File: config.mk
export PLATFORM = sky130hd
export DESIGN_NAME = base64_stream_decoder
export DESIGN_NICKNAME = d
export VERILOG_FILES = /design/src/rtl/core/b64d_pkg.sv /design/src/rtl/core/b64d_lookup.sv /design/src/rtl/core/b64d_unpack.sv /design/src/rtl/core/base64_stream_decoder.sv
export SDC_FILE = /design/constraint.sdc
export NUM_CORES = 1
export LEC_CHECK = 0
export BUFFER_PORTS_ARGS = -buffer_cell sky130_fd_sc_hd__buf_2
export CAP_MARGIN = 20
export CORE_MARGIN = 3
export CORE_UTILIZATION = 53
export DETAILED_ROUTE_END_ITERATION = 12
export PLACE_DENSITY = 0.74
export SETUP_SLACK_MARGIN = 0.3
export SYNTH_ARGS = -nofsm -noshare
export SYNTH_HDL_FRONTEND = slang
export SYNTH_SLANG_ARGS = --single-unit
File: constraint.sdc
create_clock -name clk -period 5.8 [get_ports clk]
set_input_delay 0.58 -clock clk [delete_from_list [all_inputs] [get_ports clk]]
set_output_delay 0.58 -clock clk [all_outputs]
set_load 0.01 [all_outputs]
File: src/rtl/core/b64d_pkg.sv
// Shared types and constants for the streaming base64 decoder.
// Used by b64d_lookup, b64d_unpack and base64_stream_decoder; no dependencies.
`default_nettype none

package b64d_pkg;

  // Class of one text character after the alphabet lookup.
  typedef enum logic [1:0] {
    SYM_DATA,
    SYM_SKIP,
    SYM_PAD,
    SYM_BAD
  } sym_kind_t;

  typedef struct packed {
    sym_kind_t   kind;
    logic [5:0]  value;
  } sym_t;

  // Stream status as reported on the result channel.
  typedef enum logic [1:0] {
    ST_DECODING = 2'd0,
    ST_PADDED   = 2'd1,
    ST_ERROR    = 2'd2
  } status_t;

  // Leftover bits are always a whole number of bit pairs (0, 2, 4 or 6 bits).
  localparam int unsigned PairCountWidth = 2;

  localparam logic [7:0] ChUpperA = 8'h41;
  localparam logic [7:0] ChUpperZ = 8'h5A;
  localparam logic [7:0] ChLowerA = 8'h61;
  localparam logic [7:0] ChLowerZ = 8'h7A;
  localparam logic [7:0] ChDigit0 = 8'h30;
  localparam logic [7:0] ChDigit9 = 8'h39;
  localparam logic [7:0] ChPlus   = 8'h2B;
  localparam logic [7:0] ChMinus  = 8'h2D;
  localparam logic [7:0] ChSlash  = 8'h2F;
  localparam logic [7:0] ChUnder  = 8'h5F;
  localparam logic [7:0] ChSpace  = 8'h20;
  localparam logic [7:0] ChTab    = 8'h09;
  localparam logic [7:0] ChCr     = 8'h0D;
  localparam logic [7:0] ChLf     = 8'h0A;
  localparam logic [7:0] ChEquals = 8'h3D;

  localparam logic [5:0] OffsetLower = 6'd26;
  localparam logic [5:0] OffsetDigit = 6'd52;
  localparam logic [5:0] ValPlus     = 6'd62;
  localparam logic [5:0] ValSlash    = 6'd63;

  typedef struct packed {
    logic [7:0] data_byte;
    logic       byte_valid;
    status_t    status;
    logic       text_done;
  } result_t;

endpackage

`default_nettype wire

File: src/rtl/core/b64d_lookup.sv
// Alphabet lookup: classifies one character and gives its six-bit value.
// Depends on b64d_pkg.
`default_nettype none

module b64d_lookup (
  input  wire logic [7:0]   char_code,
  output b64d_pkg::sym_t    sym
);
  import b64d_pkg::*;

  logic [7:0] rel_upper;
  logic [7:0] rel_lower;
  logic [7:0] rel_digit;

  assign rel_upper = char_code - ChUpperA;
  assign rel_lower = char_code - ChLowerA;
  assign rel_digit = char_code - ChDigit0;

  always_comb begin
    sym.kind  = SYM_BAD;
    sym.value = '0;
    if (char_code >= ChUpperA && char_code <= ChUpperZ) begin
      sym.kind  = SYM_DATA;
      sym.value = rel_upper[5:0];
    end else if (char_code >= ChLowerA && char_code <= ChLowerZ) begin
      sym.kind  = SYM_DATA;
      sym.value = rel_lower[5:0] + OffsetLower;
    end else if (char_code >= ChDigit0 && char_code <= ChDigit9) begin
      sym.kind  = SYM_DATA;
      sym.value = rel_digit[5:0] + OffsetDigit;
    end else if (char_code == ChPlus || char_code == ChMinus) begin
      sym.kind  = SYM_DATA;
      sym.value = ValPlus;
    end else if (char_code == ChSlash || char_code == ChUnder) begin
      sym.kind  = SYM_DATA;
      sym.value = ValSlash;
    end else if (char_code == ChSpace || char_code == ChTab ||
                 char_code == ChCr || char_code == ChLf) begin
      sym.kind  = SYM_SKIP;
    end else if (char_code == ChEquals) begin
      sym.kind  = SYM_PAD;
    end
  end

endmodule

`default_nettype wire

File: src/rtl/core/b64d_unpack.sv
// Bit gathering: holds the leftover bits, pair count and stream status, and
// forms the result for one classified character. Depends on b64d_pkg.
`default_nettype none

module b64d_unpack (
  input  wire logic            clk,
  input  wire logic            rst,
  input  wire logic            step,
  input  wire b64d_pkg::sym_t  sym,
  input  wire logic            start_of_text,
  input  wire logic            end_of_text,
  output b64d_pkg::result_t    result
);
  import b64d_pkg::*;

  logic [5:0]                leftover_bits;
  logic [5:0]                leftover_bits_next;
  logic [PairCountWidth-1:0] pair_count;
  logic [PairCountWidth-1:0] pair_count_next;
  status_t                   stream_status;
  status_t                   stream_status_next;

  // Effective state for this character once start of text has been applied.
  logic [5:0]                cur_bits;
  logic [PairCountWidth-1:0] cur_pairs;
  status_t                   cur_status;
  logic [5:0]                gather_bits;
  logic [PairCountWidth-1:0] gather_pairs;
  logic [7:0]                gather_byte;
  logic                      gather_valid;

  assign cur_bits   = start_of_text ? '0 : leftover_bits;
  assign cur_pairs  = start_of_text ? '0 : pair_count;
  assign cur_status = start_of_text ? ST_DECODING : stream_status;

  // Six new bits join 0, 2, 4 or 6 held bits; a byte leaves once eight gather.
  always_comb begin
    gather_byte  = '0;
    gather_valid = 1'b0;
    gather_bits  = '0;
    gather_pairs = '0;
    case (cur_pairs)
      2'd0: begin
        gather_bits  = sym.value;
        gather_pairs = 2'd3;
      end
      2'd1: begin
        gather_byte  = {cur_bits[1:0], sym.value};
        gather_valid = 1'b1;
      end
      2'd2: begin
        gather_byte  = {cur_bits[3:0], sym.value[5:2]};
        gather_valid = 1'b1;
        gather_bits  = {4'd0, sym.value[1:0]};
        gather_pairs = 2'd1;
      end
      default: begin
        gather_byte  = {cur_bits[5:0], sym.value[5:4]};
        gather_valid = 1'b1;
        gather_bits  = {2'd0, sym.value[3:0]};
        gather_pairs = 2'd2;
      end
    endcase
  end

  always_comb begin
    result.data_byte   = '0;
    result.byte_valid  = 1'b0;
    result.status      = cur_status;
    result.text_done   = end_of_text;
    leftover_bits_next = cur_bits;
    pair_count_next    = cur_pairs;
    if (cur_status == ST_DECODING) begin
      unique case (sym.kind)
        SYM_PAD: result.status = ST_PADDED;
        SYM_BAD: result.status = ST_ERROR;
        SYM_SKIP: ;
        SYM_DATA: begin
          result.data_byte   = gather_byte;
          result.byte_valid  = gather_valid;
          leftover_bits_next = gather_bits;
          pair_count_next    = gather_pairs;
        end
        default: ;
      endcase
    end
    stream_status_next = result.status;
    // The final character of a text leaves the decoder ready for a new one.
    if (end_of_text) begin
      leftover_bits_next = '0;
      pair_count_next    = '0;
      stream_status_next = ST_DECODING;
    end
  end

  always_ff @(posedge clk) begin
    if (rst) begin
      leftover_bits <= '0;
      pair_count    <= '0;
      stream_status <= ST_DECODING;
    end else if (step) begin
      leftover_bits <= leftover_bits_next;
      pair_count    <= pair_count_next;
      stream_status <= stream_status_next;
    end
  end

endmodule

`default_nettype wire

File: src/rtl/core/base64_stream_decoder.sv
// Top level of the streaming base64 decoder: input register, lookup and bit
// gathering, result register. Depends on b64d_pkg, b64d_lookup, b64d_unpack.
//
//   Channel | Handshake           | Payload
//   --------+---------------------+---------------------------------------------
//   source  | src_valid/src_stall | char_code, start_of_text, end_of_text
//   result  | res_valid/res_stall | data_byte, byte_valid, status, text_done
//
// One character is taken per clock while src_stall is low; it is held in the input
// register, and its result is loaded from there into the result register.
// The leftover-bit register is updated as each result is loaded.
// rst is synchronous and clears both stage valids and the decoder state.
// A stalled result holds the pipe; src_stall rises only while both stages
// are full and res_stall is high.
`default_nettype none

module base64_stream_decoder (
  input  wire logic       clk,
  input  wire logic       rst,
  input  wire logic       src_valid,
  output logic            src_stall,
  input  wire logic [7:0] char_code,
  input  wire logic       start_of_text,
  input  wire logic       end_of_text,
  output logic            res_valid,
  input  wire logic       res_stall,
  output logic [7:0]      data_byte,
  output logic            byte_valid,
  output logic [1:0]      status,
  output logic            text_done
);
  import b64d_pkg::*;

  logic       in_full;
  logic [7:0] in_char;
  logic       in_sot;
  logic       in_eot;
  logic       res_move;
  logic       in_move;
  sym_t       sym;
  result_t    result_next;
  result_t    result;

  assign res_move  = !res_valid || !res_stall;
  assign src_stall = in_full && !res_move;
  assign in_move   = src_valid && !src_stall;

  always_ff @(posedge clk) begin
    if (rst) begin
      in_full <= 1'b0;
    end else if (in_move) begin
      in_full <= 1'b1;
    end else if (res_move) begin
      in_full <= 1'b0;
    end
  end

  always_ff @(posedge clk) begin
    if (in_move) begin
      in_char <= char_code;
      in_sot  <= start_of_text;
      in_eot  <= end_of_text;
    end
  end

  b64d_lookup u_lookup (
    .char_code (in_char),
    .sym       (sym)
  );

  b64d_unpack u_unpack (
    .clk           (clk),
    .rst           (rst),
    .step          (in_full && res_move),
    .sym           (sym),
    .start_of_text (in_sot),
    .end_of_text   (in_eot),
    .result        (result_next)
  );

  always_ff @(posedge clk) begin
    if (rst) begin
      res_valid <= 1'b0;
    end else if (res_move) begin
      res_valid <= in_full;
    end
  end

  always_ff @(posedge clk) begin
    if (res_move && in_full) begin
      result <= result_next;
    end
  end

  assign data_byte  = result.data_byte;
  assign byte_valid = result.byte_valid;
  assign status     = result.status;
  assign text_done  = result.text_done;

endmodule

`default_nettype wire
Yosys cells after proc, flatten, opt, wreduce, memory -nomap -nowiden
Cells that the tools add are included.
{"block": "op_classes", "n_addsub": 5, "magnitude_cmp": 6, "eq_ne": 13, "muxes": 26, "n_reduce_logical": 21}
{"cell": "8-bit by 6-bit equality test with 1-bit output, second input constant", "n": 5}
{"cell": "8-bit 2-to-1 mux", "n": 4}
{"cell": "6-bit 2-to-1 mux", "n": 5}
{"cell": "8-bit by 4-bit equality test with 1-bit output, second input constant", "n": 3}
{"cell": "8-bit one-hot mux with 3 select lines", "n": 1}
{"cell": "2-bit 2-to-1 mux", "n": 9}
{"cell": "6-bit one-hot mux with 3 select lines", "n": 1}
{"cell": "8-bit by 7-bit >= comparator with 1-bit output, second input constant", "n": 2}
{"cell": "8-bit by 7-bit less-or-equal comparator with 1-bit output, second input constant", "n": 2}
{"cell": "6-bit subtractor, second input constant", "n": 2}
{"cell": "8-bit by 7-bit equality test with 1-bit output, second input constant", "n": 1}
{"cell": "8-bit by 6-bit >= comparator with 1-bit output, second input constant", "n": 1}
{"cell": "8-bit by 6-bit less-or-equal comparator with 1-bit output, second input constant", "n": 1}
{"cell": "6-bit by 5-bit adder with 6-bit output, second input constant", "n": 1}
{"cell": "6-bit adder, second input constant", "n": 1}
{"cell": "2-bit equality test, second input constant", "n": 3}
{"cell": "1-bit logical AND", "n": 6}
{"cell": "2-bit logical NOT", "n": 3}
{"cell": "1-bit logical OR", "n": 6}
{"cell": "2-bit one-hot mux with 3 select lines", "n": 1}
{"cell": "6-bit by 1-bit subtractor with 6-bit output, second input constant", "n": 1}
{"cell": "1-bit logical NOT", "n": 4}
{"cell": "1-bit 2-to-1 mux", "n": 4}
{"cell": "2-bit one-hot mux with 2 select lines", "n": 1}
{"cell": "3 further kinds", "n": 3}
{"block": "totals", "regBits": 34, "input_bits": 14, "word_cells": 83}

Longest topological paths before layout
{"block": "logic_depth", "ltp_word": 14, "ltp_mapped": 10, "mapped_depth_nobuf": 9}

Cells and area by module
Synthesis repeated with hierarchy kept, for this count alone.
{"block": "hier_totals", "cells_unflattened": 206, "hier_area_um2": 2132.0}
{"mod": "base64_stream_decoder", "instances": 1, "cells_each": 32, "area_per_inst_um2": 747.0, "seq_area_each_um2": 700.7}
{"mod": "b64d_unpack", "instances": 1, "cells_each": 80, "area_per_inst_um2": 739.5, "seq_area_each_um2": 200.2}
{"mod": "b64d_lookup", "instances": 1, "cells_each": 94, "area_per_inst_um2": 645.6, "seq_area_each_um2": 0.0}

Worst setup path before layout
OpenSTA, ideal clock, no wires.
{"block": "synth_path", "kind": "register to register", "start": "reg in_char[2]", "end": "reg result, in the netlist data_byte[0], data pin", "setup_time_ps": 263, "arrival_ps": 2284, "required_ps": 5537, "path_slack_ps": 3253, "stages_incl_launch_ff": 11, "period_less_slack_ps": 2547, "path_cell_list": "edfxtp_1 > inv_1 > ha_1 > clkbuf_2 > a21bo_2 > o21ai_1 > nor3_1 > a221oi_2 > o31ai_2 > a221oi_1 > nor3_1"}
{"block": "synth_between", "elab_chain_cells": 12, "word_cells_on_any_way": 39}
{"item": "start: declaration", "line_no": "base64_stream_decoder.sv:35", "text": "logic [7:0] in_char;"}
{"item": "start signal: assignment", "line_no": "base64_stream_decoder.sv:60", "text": "in_char <= char_code;"}
{"item": "parallel branches: the longest is 9 deep, another holds 6-bit subtractor"}
{"item": "8-bit 2-to-1 mux (*)", "line_no": "b64d_lookup.sv:22", "text": "if (char_code >= ChUpperA && char_code <= ChUpperZ) begin"}
{"item": "2-bit logical NOT", "line_no": "b64d_unpack.sv:74", "text": "unique case (sym.kind)"}
{"item": "2-bit AND reduction (no line)"}
{"item": "end signal: assignment", "line_no": "base64_stream_decoder.sv:91", "text": "result <= result_next;"}
{"item": "end: declaration", "line_no": "base64_stream_decoder.sv:42", "text": "result_t result;"}
Mark *: on every way between the ends.
A chain may end at the register's enable or synchronous reset.

Final worst setup path
Same ends and word-level chain as after synthesis.

==> impl_metrics.yaml <==
yosys:
  ys_seq_area_share_pct: 39.02
  synth_cell_types: 63
  synth.avg_cell_area_um2: 9.823
  syn_area_um2: 2308
  synth_top_area_share_pct: 28.62
  synth_ff_type: "edfxtp_1"
  synth_top_area_cell: "edfxtp_1"
  syn_nets: 263
  async_flop_share_pct: 0
  ys_seq_elements: 34
  synth_area_leaders: "edfxtp_1 (29%), dfxtp_1 (10%), ha_1 (7.6%)"
  yosysWarnings: 0
  synth_cells: 235
  synth_edf_count: 22
final_layout:
  nNetsFinal: 286
  final_area_um2: 2535
  layout-drive-gt1-share_pct: 18.15
  num_antenna_cells: 0
  syn_to_final_growth_pct: 9.810
setup_path:
  critPathCaptureType: "register"
  crit_path_start_kind: "register"
  r2r_end: "data_byte[0]$_SDFFCE_PN0P_"
  reg2reg_depth: 9
  worst-path-max-fanout: 10
  r2r-start: "in_char[2]$_DFFE_PP_"
  arrival_ns: 2.93
  critPathKind: "register to register"
  crit_required_ns: 5.82
  rrSetupSlack_ns: 2.89
hold_path:
  hold_class: "input pin to register"
  hold_start: "end_of_text"
  min_to: "in_eot$_DFFE_PP_"
  holdPathStages: 1
grt:
  grt_usage_pct: 20.60
  grt_pass1_vias: 1723
  grt_max_degree: 20
  grt_pass1_wl_um: 8328
  antenna_found_initial: 0
  overflow: 0
sta:
  fin_crit_ns: 2.908
  fin_skew_ns: 0.006778
  slew_violations: 0
  worst_slew_pin_slew_ns: 0.7433
  setup-violations-final: 0
  hold_viol: 0
  clock.fmax_ghz: 0.3439
  rsz0062_at_grt: "false"
  fin_setup_tns_ns: 0
  worst_slew_margin_rel_pct: 50.34
  fin_crit_sh_pct: 50.14
floorplanning:
  die_w_um: 72.00
  core-area_um2: 4086
  fp.dieH_um: 72.00
  start_util_pct: 56.49
  num_io_pins: 28
  core.rowCount: 23
  dieArea_um2: 5183
placement:
  dp_hpwl_um: 3623
  postPlaceCellArea_um2: 2454
  port_buffers: 27
  gp_congestion: 0.9031
clock_tree:
  cts_tree: "built"
  cts_buffers: 5
  cts_root_buf: "clkbuf_8"
  cts_resized: 0
  cts_buffer_depth: 2
  cts_sinks: 34
  holdBufCountCts: 0
  insertion_delay_ns: 0.29
  path_clk_slew_ns: 0.07
  cts_setup_buffers: 0
  htree_num_levels: 2
routing:
  wl_per_cell_um: 16.13
  first_iter_violations: 157
  vias: 1905
  ant_nets: 0
  drc: 0
  viasPerCell: 6.165
  wirelength_um: 4983
  drt_pass1_iterations: 4
power_and_ir_drop:
  vdd_drop_max_uv: 163.9
  p_leak_nw: 0.9997
  power_density_nw_per_um2: 209.8
run:
  drv_cap: 0
run_status:
  status: "finished, final reports clean"
[worst max-delay path: stages, from the launching register on]
cell      delay [ns]
edfxtp_1        0.58
inv_1           0.17
ha_1            0.32
a21bo_2         0.22
o21ai_1         0.35
nor3_1          0.15
a221oi_2        0.31
o31ai_2         0.12
a221oi_1        0.32
nor3_1          0.10
[logic make-up after synthesis]
family          after synthesis  synth area share, %
buf+inv                      21                3.903
fa+ha+maj                    14                7.588
simple gates                 82                19.84
mux                           1               0.9755
compound gates               78                26.78
flops                        34                39.02
xor+xnor                      5                1.897
[stage by stage]
step	power, mW	hold WS (ns)	utilization (%)	std cells	setup WS [ns]
finish	0.5317	0.4619	62.03	309	2.892
global route	0.5604	0.4529	62.03	309	2.644
CTS	0.5358	0.4561	62.03	309	2.934
detailed placement	0.3675	0.4734	60.04	301	2.930
global placement	0.3669	0.4498	60.04	301	2.964
floorplan	0.3442	0.4322	-	235	3.253
[cell type report]
type	instances	area (um2)
Fill cell	363	1551
Multi-Input combinational cell	180	1318
Sequential cell	34	900.9
Timing Repair Buffer	27	135.1
Clock buffer	6	72.57
Tap cell	50	62.56
Inverter	10	37.54
Clock inverter	2	8.758
[worst max-delay path by stage]
stage | from | to | slack, ns | cells past startpoint
4_1_cts | in_char[2]$_DFFE_PP_ | data_byte[0]$_SDFFCE_PN0P_ | 2.93 | 9
3_3_place_gp | in_char[1]$_DFFE_PP_ | data_byte[1]$_SDFFCE_PN0P_ | 2.96 | 9
5_1_grt | in_char[2]$_DFFE_PP_ | data_byte[2]$_SDFFCE_PN0P_ | 2.64 | 9
6_report | in_char[2]$_DFFE_PP_ | data_byte[0]$_SDFFCE_PN0P_ | 2.89 | 9
3_5_place_dp | in_char[2]$_DFFE_PP_ | data_byte[0]$_SDFFCE_PN0P_ | 2.93 | 9
2_1_floorplan | in_char[2]$_DFFE_PP_ | data_byte[0]$_SDFFCE_PN0P_ | 3.25 | 10
[cells in the final DEF (no fill, tap or decap), types with 4 or more instances in the layout]
| cell type | count |
|---|---|
| buf_2 | 27 |
| edfxtp_1 | 22 |
| a21oi_1 | 17 |
| nor2_1 | 17 |
| nand2_1 | 15 |
| nor3_1 | 15 |
| ha_1 | 14 |
| dfxtp_1 | 12 |
| inv_1 | 10 |
| o21ai_0 | 8 |
| nand3_1 | 7 |
| nor2b_1 | 6 |
| nand2b_1 | 6 |
| a221oi_1 | 6 |
| a21o_1 | 5 |
| clkbuf_8 | 5 |
| a21boi_0 | 4 |
[registers in the layout, summed over array words and instances, names as in the netlist, 2 cells and up]
register and cells:
u_unpack.stream_status 2, u_unpack.leftover_bits 6, status 2, data_byte 8, u_unpack.pair_count 2, in_char 8
[cell usage after synthesis (all sizes together) (2+ instances only)]
master and count:
a221oi 7, a21boi 4, xor2 3, o211a 2, xnor2 2, o31ai 3
nor4 3, o211ai 2, nor2 17, ha 14, nand4 2, or3 3
a32oi 2, a21oi 18, edfxtp 22, nand3 7, clkbuf 6, nor3 15
o2bb2ai 3, a21o 5, a22oi 3, a22o 3, inv 10, nand2b 6
o21ai 11, buf 5, nor2b 6, dfxtp 12, nand2 15, a31oi 2
[power breakdown]
part	switching, mW	internal [mW]	total, mW
clock	0.0860	0.0825	0.168
sequential	0.0126	0.268	0.281
combinational	0.0511	0.0311	0.0822
[per-layer routing]
metal	wire length (um)	part of all wire, %	track usage (%)
met4	49	0.98	7.307
met1	2312	46	28.71
met2	2317	46	31.73
met3	303	6.1	4.432
met5	0	0	0
No activity file was read; power rests on OpenSTA's default activity.
